[config.mk]
export PLATFORM = sky130hd
export DESIGN_NAME = multichannel_relay_oneshot_timer_core_flat
export DESIGN_NICKNAME = d
export VERILOG_FILES = /design/src/sv/mrot_pkg.sv /design/src/sv/mrot_in_if.sv /design/src/sv/mrot_out_if.sv /design/src/sv/mrot_sub.sv /design/src/sv/multichannel_relay_oneshot_timer_core.sv /design/src/flat_wrapper.sv
export SDC_FILE = /design/constraint.sdc
export NUM_CORES = 1
export LEC_CHECK = 0
export BUFFER_PORTS_ARGS = -buffer_cell sky130_fd_sc_hd__buf_2
export CORE_MARGIN = 1.5
export CORE_UTILIZATION = 50
export CTS_BUF_LIST = sky130_fd_sc_hd__clkbuf_2
export DETAILED_ROUTE_END_ITERATION = 8
export GPL_TIMING_DRIVEN = 0
export PLACE_DENSITY = 0.69
export SLEW_MARGIN = 20
export SYNTH_ARGS = -nofsm -noshare
export SYNTH_HDL_FRONTEND = slang
export SYNTH_HIERARCHICAL = 1
export SYNTH_SLANG_ARGS = --single-unit
export TNS_END_PERCENT = 10
[constraint.sdc]
create_clock -name clk -period 5.8 [get_ports clk]
set_input_delay 0.58 -clock clk [delete_from_list [all_inputs] [get_ports clk]]
set_output_delay 0.58 -clock clk [all_outputs]
set_load 0.01 [all_outputs]
[src/sv/mrot_pkg.sv]
package mrot_pkg;

  localparam int CHANNELS  = 8;
  localparam int TIME_BITS = 32;

  // width of the shared subtractor, wide enough for clock and timer length
  localparam int CMP_BITS  = (TIME_BITS > 32) ? TIME_BITS : 32;
  localparam int IDX_BITS  = (CHANNELS > 1) ? $clog2(CHANNELS) : 1;
  localparam int CNT_BITS  = $clog2(CHANNELS + 1);

  localparam logic [2:0] CMD_SET_ONE = 3'd0;
  localparam logic [2:0] CMD_SET_ALL = 3'd1;
  localparam logic [2:0] CMD_START   = 3'd2;
  localparam logic [2:0] CMD_TICK    = 3'd3;
  localparam logic [2:0] CMD_STATUS  = 3'd4;

  localparam logic [1:0] EV_DONE     = 2'd0;
  localparam logic [1:0] EV_EXPIRED  = 2'd1;
  localparam logic [1:0] EV_STATUS   = 2'd2;
  localparam logic [1:0] EV_INVALID  = 2'd3;

endpackage

[src/sv/mrot_in_if.sv]
interface mrot_in_if;
  logic        valid;
  logic        ready;
  logic [2:0]  command;
  logic [3:0]  channel;
  logic        set_on;
  logic [31:0] period_ms;
  logic        run_level;

  modport source (output valid, command, channel, set_on, period_ms, run_level,
                  input ready);
  modport sink   (input valid, command, channel, set_on, period_ms, run_level,
                  output ready);
endinterface

[src/sv/mrot_out_if.sv]
interface mrot_out_if;
  logic        valid;
  logic        ready;
  logic [7:0]  relay_drive;
  logic [3:0]  report_channel;
  logic [1:0]  event_res;
  logic        channel_on;
  logic        timer_running;
  logic [31:0] remaining_ms;
  logic [3:0]  changes;
  logic        last;

  modport source (output valid, relay_drive, report_channel, event_res, channel_on,
                  timer_running, remaining_ms, changes, last,
                  input ready);
  modport sink   (input valid, relay_drive, report_channel, event_res, channel_on,
                  timer_running, remaining_ms, changes, last,
                  output ready);
endinterface

[src/sv/mrot_sub.sv]
module mrot_sub
  import mrot_pkg::*;
(
  input  logic [CMP_BITS-1:0] a,
  input  logic [CMP_BITS-1:0] b,
  output logic [CMP_BITS-1:0] diff,
  output logic                borrow
);

  logic [CMP_BITS:0] full;

  // borrow set means b > a
  assign full   = {1'b0, a} - {1'b0, b};
  assign diff   = full[CMP_BITS-1:0];
  assign borrow = full[CMP_BITS];

endmodule

[src/sv/multichannel_relay_oneshot_timer_core.sv]
// relay controller with one-shot timers, one channel of requests in and one of
// results out, both valid/ready; a request is taken when valid and ready are high
// ready is high only while the sequencer is idle, so requests are handled one by one
// set one, set all, start timer, status of a stopped timer and invalid-channel
// requests: one result, pushed straight from decode; undefined commands give none
// status of a running timer: one result, after one pass through the shared
// subtractor (elapsed, then length minus elapsed)
// tick: decode, a sweep through the one shared subtractor (elapsed, then length
// minus elapsed, per channel), then a scan of the channel indices up to the highest
// expired one, with one result pushed per expired channel; a tick with no
// expiry gives no result and goes back to idle once the sweep is done
// the last result of a request carries last
// results go through an output register; a stalled receiver holds the sequencer
// at its next result, though a new request can be taken while the last one waits
// reset clears the millisecond clock, every timer and every relay
module multichannel_relay_oneshot_timer_core
  import mrot_pkg::*;
(
  input  logic       clk,
  input  logic       rst,
  mrot_in_if.sink    request,
  mrot_out_if.source result
);

  typedef enum logic [2:0] {
    S_IDLE,
    S_DECODE,
    S_ELAPSED,
    S_DIFF,
    S_EMIT,
    S_PUSH
  } state_t;

  localparam logic [4:0] CH_COUNT = 5'(CHANNELS);

  state_t state;
  state_t ret_state;

  logic [2:0]  cmd_q;
  logic [3:0]  ch_q;
  logic        set_on_q;
  logic [31:0] dur_q;
  logic        run_level_q;

  logic [TIME_BITS-1:0] now;
  logic [CHANNELS-1:0]  timing_active;
  logic [CHANNELS-1:0]  start_level;
  logic [CHANNELS-1:0]  energized;
  logic [TIME_BITS-1:0] start_ms     [CHANNELS];
  logic [31:0]          timer_length [CHANNELS];

  logic [IDX_BITS-1:0]  idx;
  logic [CHANNELS-1:0]  mask;
  logic [TIME_BITS-1:0] elapsed;

  // staged result
  logic [3:0]  res_ch;
  logic [1:0]  res_ev;
  logic        res_on;
  logic        res_run;
  logic [31:0] res_rem;
  logic [3:0]  res_chg;
  logic        res_last;

  logic        out_valid;
  logic [7:0]  out_drive;
  logic [3:0]  out_ch;
  logic [1:0]  out_ev;
  logic        out_on;
  logic        out_run;
  logic [31:0] out_rem;
  logic [3:0]  out_chg;
  logic        out_last;

  logic [CMP_BITS-1:0] alu_a;
  logic [CMP_BITS-1:0] alu_b;
  logic [CMP_BITS-1:0] alu_diff;
  logic                alu_borrow;

  logic                ch_valid;
  logic [IDX_BITS-1:0] ch_idx;
  logic [CHANNELS-1:0] sel_bit;
  logic [CNT_BITS-1:0] all_chg;
  logic [7:0]          drive;

  assign ch_valid = {1'b0, ch_q} < CH_COUNT;
  assign ch_idx   = ch_q[IDX_BITS-1:0];
  assign sel_bit  = CHANNELS'(1) << idx;
  assign all_chg  = CNT_BITS'($countones(energized ^ {CHANNELS{set_on_q}}));

  always_comb begin
    drive = 8'hFF;
    for (int i = 0; i < CHANNELS && i < 8; i++) begin
      drive[i] = ~energized[i];
    end
  end

  // shared unit: now - start in the first step, length - elapsed in the second
  always_comb begin
    if (state == S_ELAPSED) begin
      alu_a = CMP_BITS'(now);
      alu_b = CMP_BITS'(start_ms[idx]);
    end else begin
      alu_a = CMP_BITS'(timer_length[idx]);
      alu_b = CMP_BITS'(elapsed);
    end
  end

  mrot_sub u_sub (
    .a      (alu_a),
    .b      (alu_b),
    .diff   (alu_diff),
    .borrow (alu_borrow)
  );

  assign request.ready         = (state == S_IDLE);
  assign result.valid          = out_valid;
  assign result.relay_drive    = out_drive;
  assign result.report_channel = out_ch;
  assign result.event_res      = out_ev;
  assign result.channel_on     = out_on;
  assign result.timer_running  = out_run;
  assign result.remaining_ms   = out_rem;
  assign result.changes        = out_chg;
  assign result.last           = out_last;

  always_ff @(posedge clk) begin
    if (rst) begin
      state         <= S_IDLE;
      ret_state     <= S_IDLE;
      now           <= '0;
      timing_active <= '0;
      energized     <= '0;
      out_valid     <= 1'b0;
    end else begin
      if (out_valid && result.ready && state != S_PUSH) begin
        out_valid <= 1'b0;
      end

      case (state)
        S_IDLE: begin
          if (request.valid) begin
            cmd_q       <= request.command;
            ch_q        <= request.channel;
            set_on_q    <= request.set_on;
            dur_q       <= request.period_ms;
            run_level_q <= request.run_level;
            state       <= S_DECODE;
          end
        end

        S_DECODE: begin
          res_ch    <= ch_q;
          res_ev    <= EV_INVALID;
          res_on    <= 1'b0;
          res_run   <= 1'b0;
          res_rem   <= '0;
          res_chg   <= '0;
          res_last  <= 1'b1;
          ret_state <= S_IDLE;
          state     <= S_PUSH;
          case (cmd_q)
            CMD_SET_ONE: begin
              if (ch_valid) begin
                timing_active[ch_idx] <= 1'b0;
                energized[ch_idx]     <= set_on_q;
                res_ev  <= EV_DONE;
                res_on  <= set_on_q;
                res_chg <= {3'b000, energized[ch_idx] != set_on_q};
              end
            end
            CMD_SET_ALL: begin
              timing_active <= '0;
              energized     <= {CHANNELS{set_on_q}};
              res_ch  <= '0;
              res_ev  <= EV_DONE;
              res_on  <= set_on_q;
              res_chg <= (CNT_BITS > 4 && all_chg > 15) ? 4'd15 : 4'(all_chg);
            end
            CMD_START: begin
              if (ch_valid) begin
                timing_active[ch_idx] <= 1'b1;
                start_ms[ch_idx]      <= now;
                timer_length[ch_idx]  <= dur_q;
                start_level[ch_idx]   <= run_level_q;
                energized[ch_idx]     <= run_level_q;
                res_ev  <= EV_DONE;
                res_on  <= run_level_q;
                res_run <= 1'b1;
                res_rem <= dur_q;
                res_chg <= {3'b000, energized[ch_idx] != run_level_q};
              end
            end
            CMD_TICK: begin
              now   <= now + 1'b1;
              idx   <= '0;
              mask  <= '0;
              state <= S_ELAPSED;
            end
            CMD_STATUS: begin
              if (ch_valid) begin
                res_ev  <= EV_STATUS;
                res_on  <= energized[ch_idx];
                res_run <= timing_active[ch_idx];
                idx     <= ch_idx;
                if (timing_active[ch_idx]) begin
                  state <= S_ELAPSED;
                end
              end
            end
            default: begin
              state <= S_IDLE;
            end
          endcase
        end

        S_ELAPSED: begin
          elapsed <= alu_diff[TIME_BITS-1:0];
          state   <= S_DIFF;
        end

        S_DIFF: begin
          if (cmd_q == CMD_TICK) begin
            // expired once the elapsed time has reached the length
            if (timing_active[idx] && (alu_borrow || alu_diff == '0)) begin
              mask[idx] <= 1'b1;
            end
            if (32'(idx) == CHANNELS - 1) begin
              idx   <= '0;
              state <= S_EMIT;
            end else begin
              idx   <= idx + 1'b1;
              state <= S_ELAPSED;
            end
          end else begin
            // clamp at zero once the timer is overdue
            res_rem <= alu_borrow ? 32'd0 : alu_diff[31:0];
            state   <= S_PUSH;
          end
        end

        S_EMIT: begin
          if (mask == '0) begin
            state <= S_IDLE;
          end else if (mask[idx]) begin
            mask[idx]          <= 1'b0;
            timing_active[idx] <= 1'b0;
            energized[idx]     <= ~start_level[idx];
            res_ch    <= 4'(idx);
            res_ev    <= EV_EXPIRED;
            res_on    <= ~start_level[idx];
            res_run   <= 1'b0;
            res_rem   <= '0;
            res_chg   <= {3'b000, energized[idx] == start_level[idx]};
            res_last  <= (mask & ~sel_bit) == '0;
            ret_state <= S_EMIT;
            state     <= S_PUSH;
          end else begin
            idx <= idx + 1'b1;
          end
        end

        S_PUSH: begin
          if (!out_valid || result.ready) begin
            out_valid <= 1'b1;
            out_drive <= drive;
            out_ch    <= res_ch;
            out_ev    <= res_ev;
            out_on    <= res_on;
            out_run   <= res_run;
            out_rem   <= res_rem;
            out_chg   <= res_chg;
            out_last  <= res_last;
            state     <= ret_state;
          end
        end

        default: begin
          state <= S_IDLE;
        end
      endcase
    end
  end

endmodule
[src/flat_wrapper.sv]
// flat-port wrapper written by rule: the top's interface ports become plain ports
module multichannel_relay_oneshot_timer_core_flat import mrot_pkg::*;
  (clk, rst, request_valid, request_command, request_channel, request_set_on, request_period_ms, request_run_level, request_ready, result_valid, result_relay_drive, result_report_channel, result_event_res, result_channel_on, result_timer_running, result_remaining_ms, result_changes, result_last, result_ready);
  mrot_in_if request_i ();
  mrot_out_if result_i ();
  input  logic clk;
  input  logic rst;
  input wire logic [$bits(request_i.valid)-1:0] request_valid;
  input wire logic [$bits(request_i.command)-1:0] request_command;
  input wire logic [$bits(request_i.channel)-1:0] request_channel;
  input wire logic [$bits(request_i.set_on)-1:0] request_set_on;
  input wire logic [$bits(request_i.period_ms)-1:0] request_period_ms;
  input wire logic [$bits(request_i.run_level)-1:0] request_run_level;
  output wire logic [$bits(request_i.ready)-1:0] request_ready;
  output wire logic [$bits(result_i.valid)-1:0] result_valid;
  output wire logic [$bits(result_i.relay_drive)-1:0] result_relay_drive;
  output wire logic [$bits(result_i.report_channel)-1:0] result_report_channel;
  output wire logic [$bits(result_i.event_res)-1:0] result_event_res;
  output wire logic [$bits(result_i.channel_on)-1:0] result_channel_on;
  output wire logic [$bits(result_i.timer_running)-1:0] result_timer_running;
  output wire logic [$bits(result_i.remaining_ms)-1:0] result_remaining_ms;
  output wire logic [$bits(result_i.changes)-1:0] result_changes;
  output wire logic [$bits(result_i.last)-1:0] result_last;
  input wire logic [$bits(result_i.ready)-1:0] result_ready;
  assign request_i.valid = request_valid;
  assign request_i.command = request_command;
  assign request_i.channel = request_channel;
  assign request_i.set_on = request_set_on;
  assign request_i.period_ms = request_period_ms;
  assign request_i.run_level = request_run_level;
  assign request_ready = request_i.ready;
  assign result_valid = result_i.valid;
  assign result_relay_drive = result_i.relay_drive;
  assign result_report_channel = result_i.report_channel;
  assign result_event_res = result_i.event_res;
  assign result_channel_on = result_i.channel_on;
  assign result_timer_running = result_i.timer_running;
  assign result_remaining_ms = result_i.remaining_ms;
  assign result_changes = result_i.changes;
  assign result_last = result_i.last;
  assign result_i.ready = result_ready;
  multichannel_relay_oneshot_timer_core u_core (.clk(clk), .rst(rst), .request(request_i), .result(result_i));
endmodule
==> metrics.md, run 1 <==
| Metric | Value |
|---|---|
| Status | finished clean |
| Primary FF master, synth | edfxtp_1 |
| WHS Path Cells | 7 |
| Final hold vios | 0 |
| Global placement routability congestion | just over 0.9 |
| Largest net degree at the start of global routing | between 40 and 50 |
| CTS tree | built |
| Ports | 100 |
| Unrepaired setup endpoints after global routing | false |
| Cell variety after synth | between 80 and 90 |
| Post-synthesis mux area share | 12.2% |
| Grt ovf | 0 |
| Simple-gate area share of the yosys netlist | under 10% |
| Critical R2R Capture | u_core/mask[5] |
| First-pass GRT wire length | 123000 um |
| Peak Freq | ~180 MHz |
| Die X | 257 um |
| Ys async rst share | 0% |
| Reg2reg setup slack | ~210 ps |
| XOR/XNOR Fraction of Synth Area | approximately 1.4% |
| Yosys Warn Count | 6 |
| Cell Count, Final, Fillers Out | between 3000 and 4000 |
| Nets@finish | 2488 |
| Row Count | 92 |
| Multi-input logic area | ~9400 sq um |
| Slew Limit Fails | 0 |
| Switching pwr | between 0.003 and 0.004 W |
| Mapped Cells | 1991 |
| DR WL/cell | about 24 um |
| Final number of setup-violating endpoints | 0 |
| Post-Synthesis Cell Area | about 32000 sq um |
| Clock latency on the worst-skew pair | roughly 1400 ps |
| Synth Area per Inst | 16.1 sq um |
| Core area | around 63000 sq um |
| Fillers | roughly 5000 |
| WP data required | between 6000 and 7000 ps |
| Htree depth | 4 |
| Seq cells post-synth | 758 |
| Crit start category | register |
| Clock share of power | 30.7% |
| Post-Synth Adder-Cell Area | slightly below 2% |
| # DRC | 0 |
| Least-Margin Pin Slew | between 1000 and 1500 ps |
| Tcrit/Tclk final | slightly below 100% |
| Sequential element share of the synthesized area | 69.0% |
| Total routed wirelength | ~80000 um |
| DP HPWL | 55100 um |
| Clock Sinks | between 700 and 800 |
| Sequential share of power | between 50 and 60% |
| Port Buffers | 99 |
| FF+latch area | 22200 sq um |
| Num CTS Buffers | roughly 190 |
| Initial core utilization | slightly above 50% |
| Crit path arrival time | 6670 ps |
| Post-Syn Nets | 2083 |
| P per Cell Area | between 300 and 400 nW/um^2 |
| Routed vias/inst | a little under 6 |
| HP Class | input port to register |
| Area contributors post-synth | edfxtp_1 (66%), mux4_2 (9.5%), dfxtp_1 (3.5%) |
| Hold endpoint | u_core/state[2] |
| Largest family of logic cells by synthesized area | multiplexers |
| Synth area leader | edfxtp_1 |
| Switching part of the total | 29.3% |
| Worst-path cell chain | buf_6 -> buf_8 -> mux4_2 -> mux2i_2 -> a21oi_1 -> ha_1 -> fa_1 -> nor2b_1 -> o2111a_1 -> o21ai_1 -> a21oi_2 -> a21oi_1 -> o31ai_1 -> xor2_1 -> nor4_2 -> nand4_1 -> o21ai_2 -> and4b_4 |
| Clock slew at reported path FFs | 100 ps |
| Int Power | 0.00848 W |
| Clock buffer depth | 3 |
| Period minus WS final | 5590 ps |
| Reg2Reg Depth | 18 |
| Fraction of layout cells with a size suffix above 1 | about a quarter |
| Hold path startpoint | result_ready |
| Leak pwr | approximately 13 nW |
| Initial DRC count | ~1600 |
| Combinational share of power | 17.7% |
| Post-route total power | ~0.012 W |
| Slew margin rel. | approximately 33% |
| Max-cap viol count | 0 |
| Initial antenna violation count | 4 |
| Top-area cell type share of the netlist area | 65.6% |
| Critical path class | register to register |
| Commonest cells after routing, fill and taps aside | edfxtp_1 (702), clkbuf_2 (277), mux4_2 (135), buf_2 (113), nor2_1 (106) |
| Global Route Usage Sum | about a quarter |
| Pre-Repair DR Iteration Count | 5 |
| CP Max Fanout | 10 |
| Synth Area in Compound Gates | 7.32% |
| Most used cell, CP | a21oi_1 |
| Die Footprint | between 60000 and 70000 sq um |
| CP Capture Type | register |
| Crit-path max cell delay | between 500 and 600 ps |
| Placed Cells | just under 3000 |
| Peak supply drop | approximately 0.00018 V |
| Worst Clk Skew | between 100 and 150 ps |
| Vias in the first global route | between 20000 and 25000 |
| Slowest CP cell | mux4_2 |
| Most common cell after layout, fill and taps aside | edfxtp_1 |
| P&R area growth vs syn | 16.0% |
| DR vias | 19806 |
| Final antenna-violating net count | 0 |
| Root buffer selected by CTS | clkbuf_2 |
| Post-synth EDFFs | 702 |
| Die Y | around 260 um |
-- repair_timing --
| item | in CTS | in global routing |
|---|---|---|
| setup buffers | 1 | 0 |
| hold endpoints to repair | 134 | 0 |
| pin swaps | 1 | 1 |
| resized for setup | 52 | 42 |
| hold buffers | 87 | 0 |
| setup endpoints to repair | 40 | 8 |
-- metal layers --
layer  vias to the layer above  track usage (%)  routed length [um]
met4                         0             8.77                1740
met2                       850             42.0               40900
met1                     10023             33.3               33400
met3                       117             5.30                6130
met5                         -                0                   0
li1                       8816                -                   -
-- layout make-up --
cell class / count / share of cell area (%)
Antenna cell: 1 / 0.00671
Buffer: 108 / 1.54
Clock buffer: 259 / 3.48
Clock inverter: 73 / 1.37
Inverter: 75 / 0.755
Multi-Input combinational cell: 1049 / 25.1
Sequential cell: 758 / 59.5
Tap cell: 846 / 2.84
Timing Repair Buffer: 219 / 5.34
-- state kept, by name (all words and copies together) (netlist names), 2 cells and up, named ones only --
name	cells
u_core/result.report_channel	4
u_core/res_ev	2
u_core/now	32
u_core/idx	3
u_core/res_ch	4
u_core/res_rem	32
u_core/elapsed	32
u_core/timer_length	256
u_core/start_level	8
u_core/res_chg	4
u_core/mask	8
u_core/result.changes	4
u_core/ch_q	4
u_core/dur_q	32
u_core/start_ms	256
u_core/result.remaining_ms	32
u_core/timing_active	8
u_core/cmd_q	3
u_core/result.relay_drive	8
u_core/energized	8
u_core/result.event_res	2
u_core/state	3
-- power groups by stage --
| stage | registers, W | clock network (W) | logic [W] |
|---|---|---|---|
| floorplan | 0.00627 | 0 | 0.00134 |
| global placement | 0.00630 | 0 | 0.00198 |
| detailed placement | 0.00630 | 0 | 0.00200 |
| finish | 0.00618 | 0.00369 | 0.00213 |
| global route | 0.00620 | 0.00404 | 0.00226 |
| CTS | 0.00618 | 0.00379 | 0.00208 |
-- cells in the mapped netlist, types with 5 or more instances --
library cell	number
mux4_2	135
buf_2	25
inv_1	75
nor3b_1	7
and2_1	5
edfxtp_1	702
o311ai_0	14
nor2_1	113
buf_1	14
xnor2_1	29
a31oi_1	12
a22o_1	34
nand4_1	15
nand3b_1	5
nand2b_1	7
nor3_1	20
dfxtp_1	56
a21oi_1	101
nand3_1	23
a21o_1	16
o41ai_1	9
mux2i_1	80
nand2_1	90
o21ai_0	96
xor2_1	24
a211oi_1	9
o21a_1	9
nor2b_1	12
nor4_1	17
or3_1	13
ha_1	43
and3_1	12
and4_1	6
mux2_2	7
clkbuf_1	68
o211ai_1	5
nand4b_1	6
-- per-stage QoR --
step           setup slack (ps)  util (%)   TNS, ps  hold WS, ps  instance area, sq um
2_1_floorplan               600         -         0          400                 32200
3_3_place_gp              -2530      53.2  -1349090          402                 33700
3_5_place_dp              -1320      54.3    -22630          405                 34400
4_1_cts                    10.8      58.7         0          138                 37200
5_1_grt                    25.2      58.9         0          268                 37300
6_report                    205      58.9         0          327                 37300
-- logic make-up after synthesis --
family,after synthesis
DFF,758
and+or+nand+nor,368
AOI/OAI and AO/OA,358
muxes,223
buffers and inverters,184
xor gates and xnor gates,53
adders and majority gates,47
-- worst max-delay path by stage --
stage,from,endpoint,cells past startpoint
2_1_floorplan,rst,u_core/result.changes[0],3
3_3_place_gp,u_core/cmd_q[2],u_core/start_ms[0][29],7
3_5_place_dp,register,u_core/mask[5],18
4_1_cts,u_core/state[0],u_core/mask[3],19
5_1_grt,register,u_core/mask[5],18
6_report,register,u_core/mask[5],18
-- critical path, delay by kind of cell, from the launching register on --
| kind | cells | cell delay, ps |
|---|---|---|
| AO/OA/AOI/OAI | 7 | 1540 |
| AND/OR/NAND/NOR | 4 | 1170 |
| multiplexers | 2 | 810 |
| adder cells (fa/ha/maj) | 2 | 680 |
| buffers and inverters | 2 | 500 |
| flip-flops | 1 | 350 |
| XOR/XNOR | 1 | 210 |
Note: power is estimated with default switching activity, not from simulation.
==> run 2, diff against run 1 <==
--- a/config.mk
+++ b/config.mk
@@ -7,11 +7,11 @@
 export LEC_CHECK = 0
 export BUFFER_PORTS_ARGS = -buffer_cell sky130_fd_sc_hd__buf_2
 export CORE_MARGIN = 1.5
-export CORE_UTILIZATION = 50
+export CORE_UTILIZATION = 40
 export CTS_BUF_LIST = sky130_fd_sc_hd__clkbuf_2
 export DETAILED_ROUTE_END_ITERATION = 8
 export GPL_TIMING_DRIVEN = 0
-export PLACE_DENSITY = 0.69
+export PLACE_DENSITY = 0.58
 export SLEW_MARGIN = 20
 export SYNTH_ARGS = -nofsm -noshare
 export SYNTH_HDL_FRONTEND = slang
==> metrics.md, run 2 (same netlist as run 1, synthesis figures left out) <==
| Metric | Value |
|---|---|
| Vias in the first global route | between 20000 and 25000 |
| Clock latency on the worst-skew pair | between 1000 and 1500 ps |
| P per Cell Area | between 300 and 400 nW/um^2 |
| Commonest cells after routing, fill and taps aside | edfxtp_1 (702), clkbuf_2 (280), mux4_2 (135), buf_2 (118), nor2_1 (105) |
| Row Count | approximately 100 |
| Port Buffers | 99 |
| Crit start category | register |
| Clock Sinks | between 700 and 800 |
| Clock share of power | around 30% |
| Slew margin rel. | between 30% and 40% |
| Leak pwr | ~13 nW |
| WP buf/inv | 3 |
| Peak supply drop | 0.000162 V |
| Tcrit/Tclk final | between 90% and 100% |
| Post-route total power | about 0.012 W |
| Period minus WS final | about 5800 ps |
| DP HPWL | ~60000 um |
| Hold endpoint | u_core/state[2] |
| WHS | between 300 and 400 ps |
| Final number of setup-violating endpoints | 0 |
| Final antenna-violating net count | 0 |
| Reg2Reg Depth | 17 |
| Switching pwr | 0.00353 W |
| Num CTS Buffers | roughly 190 |
| Nets@finish | between 2000 and 2500 |
| GR peak layer | met2 |
| Htree depth | 4 |
| Hold path startpoint | result_ready |
| Initial DRC count | 1761 |
| CTS tree | built |
| WHS Path Cells | 7 |
| Die X | ~290 um |
| Cell Count, Final, Fillers Out | 3597 |
| DR vias | 19818 |
| CP Max Fanout | 10 |
| # DRC | 0 |
| Switching part of the total | about 30% |
| Critical path class | register to register |
| Max-cap viol count | 0 |
| Grt ovf | 0 |
| Placed Cells | roughly 3200 |
| Fraction of layout cells with a size suffix above 1 | between 20% and 30% |
| Met1 GRT Util | around 27% |
| CP Capture Type | register |
| Met2 GRT Util | a little over a third |
| Peak Freq | 174 MHz |
| Slowest CP cell | mux4_2 |
| WP data required | slightly below 7000 ps |
| Core area | just under 80000 sq um |
| Reg2reg setup slack | roughly 40 ps |
| Least-Margin Pin Slew | 991 ps |
| DR WL/cell | 24.1 um |
| Root buffer selected by CTS | clkbuf_2 |
| Crit path arrival time | 6850 ps |
| Final hold vios | 0 |
| First-pass GRT wire length | 128000 um |
| Largest regs | u_core/start_ms (256), u_core/timer_length (256) |
| Clock slew at reported path FFs | 120 ps |
| Status | finished clean |
| Global Route Usage Sum | a little over a fifth |
| Slew Limit Fails | 0 |
| Combinational share of power | between 15 and 20% |
| P&R area growth vs syn | 17.1% |
| Die Y | about 290 um |
| Fillers | 6969 |
| Crit-path max cell delay | 510 ps |
| Pre-Repair DR Iteration Count | 7 |
| Global placement routability congestion | 0.897 |
| Number of cells on the critical path | 17 |
| Total routed wirelength | 86600 um |
| Ports | 100 |
| Worst-path cell chain | clkbuf_8 -> buf_8 -> mux4_2 -> mux2i_1 -> o21ai_0 -> ha_1 -> o2111ai_2 -> a2111oi_2 -> nand3b_1 -> a41oi_2 -> o41ai_2 -> xor2_1 -> nor4_2 -> nand4_1 -> o21ai_2 -> and4b_2 -> buf_4 |
| Sequential share of power | 52.1% |
| Die Footprint | between 80000 and 90000 sq um |
| Critical R2R Capture | u_core/mask[0] |
| Largest net degree at the start of global routing | between 40 and 50 |
| Most common cell after layout, fill and taps aside | edfxtp_1 |
| Int Power | 0.00835 W |
| Clock buffer depth | 3 |
| HP Class | input port to register |
| Top delay family on crit path | compound AO/OA/AOI/OAI gates |
| Worst Clk Skew | roughly 93 ps |
| Initial core utilization | between 40 and 50% |
| Initial antenna violation count | 1 |
| Routed vias/inst | 5.51 |
| Grt met3 use | under 10% |
-- run 2: cell count changes in the layout (fill, tap and decap cells not counted), moves of 3 or more --
cell / before / now
buf_2: 113 / 118
buf_4: 10 / 17
buf_8: 1 / 4
bufinv_16: 8 / 4
clkbuf_1: 46 / 43
clkbuf_2: 277 / 280
clkinv_1: 49 / 43
mux2i_2: 8 / 4
-- run 2: worst register-to-register path: cells and delay by family (launching register included) --
family | cells | cell delay [ps]
AOI/OAI and AO/OA | 6 | 1680
buffers and inverters | 3 | 640
DFF | 1 | 370
and+or+nand+nor | 4 | 1360
muxes | 2 | 800
adders and majority gates | 1 | 410
xor gates and xnor gates | 1 | 210
-- run 2: what timing repair did --
action | 4_1_cts | 5_1_grt
hold buffers | 87 | 0
resized for setup | 66 | 61
endpoints found under the hold margin | 121 | 0
pin swaps | 2 | 5
setup buffers | 4 | 1
endpoints found under the setup margin | 41 | 9
-- run 2: how the worst max path moves through the flow --
| stage | startpoint | endpoint | slack, ps |
|---|---|---|---|
| floorplan | rst | u_core/result.changes[0] | 600 |
| global placement | rst | u_core/result.remaining_ms[10] | -2960 |
| CTS | register | u_core/mask[0] | 4 |
| finish | register | u_core/mask[0] | 40 |
| detailed placement | register | u_core/mask[0] | -1330 |
| global route | register | u_core/mask[0] | -60 |
-- run 2: cell type report --
| cell class | instances | area, sq um | area share [%] |
|---|---|---|---|
| clock buffers | 266 | 1330 | 3.53 |
| repair buffers | 227 | 2100 | 5.58 |
| diodes | 2 | 5.00 | 0.0133 |
| plain buffers | 108 | 618 | 1.64 |
| clock inverters | 62 | 373 | 0.990 |
| multi-input cells | 1049 | 9440 | 25.1 |
| flip-flops and latches | 758 | 22200 | 58.9 |
| inverters | 75 | 282 | 0.747 |
| well taps | 1050 | 1310 | 3.49 |
-- run 2: routing by layer --
metal	wire length, um	vias to the layer above
li1	-	8832
met1	36600	10155
met2	42900	696
met3	4880	135
met4	2170	0
met5	0	-
-- run 2: metrics by stage --
step | utilization (%) | worst slack, ps | area, sq um | TNS [ps]
floorplan | - | 600 | 32200 | 0
global placement | 42.9 | -2960 | 34000 | -1555330
detailed placement | 43.8 | -1330 | 34700 | -26420
CTS | 47.3 | 3.75 | 37500 | 0
global route | 47.5 | -62.3 | 37700 | -399
finish | 47.5 | 40.5 | 37700 | 0
-- run 2: power groups by stage --
| stage | Sequential, W | Combinational, W | Clock, W |
|---|---|---|---|
| floorplan | 0.00627 | 0.00134 | 0 |
| global placement | 0.00631 | 0.00198 | 0 |
| detailed placement | 0.00631 | 0.00200 | 0 |
| CTS | 0.00619 | 0.00209 | 0.00369 |
| global route | 0.00621 | 0.00229 | 0.00395 |
| finish | 0.00619 | 0.00215 | 0.00354 |
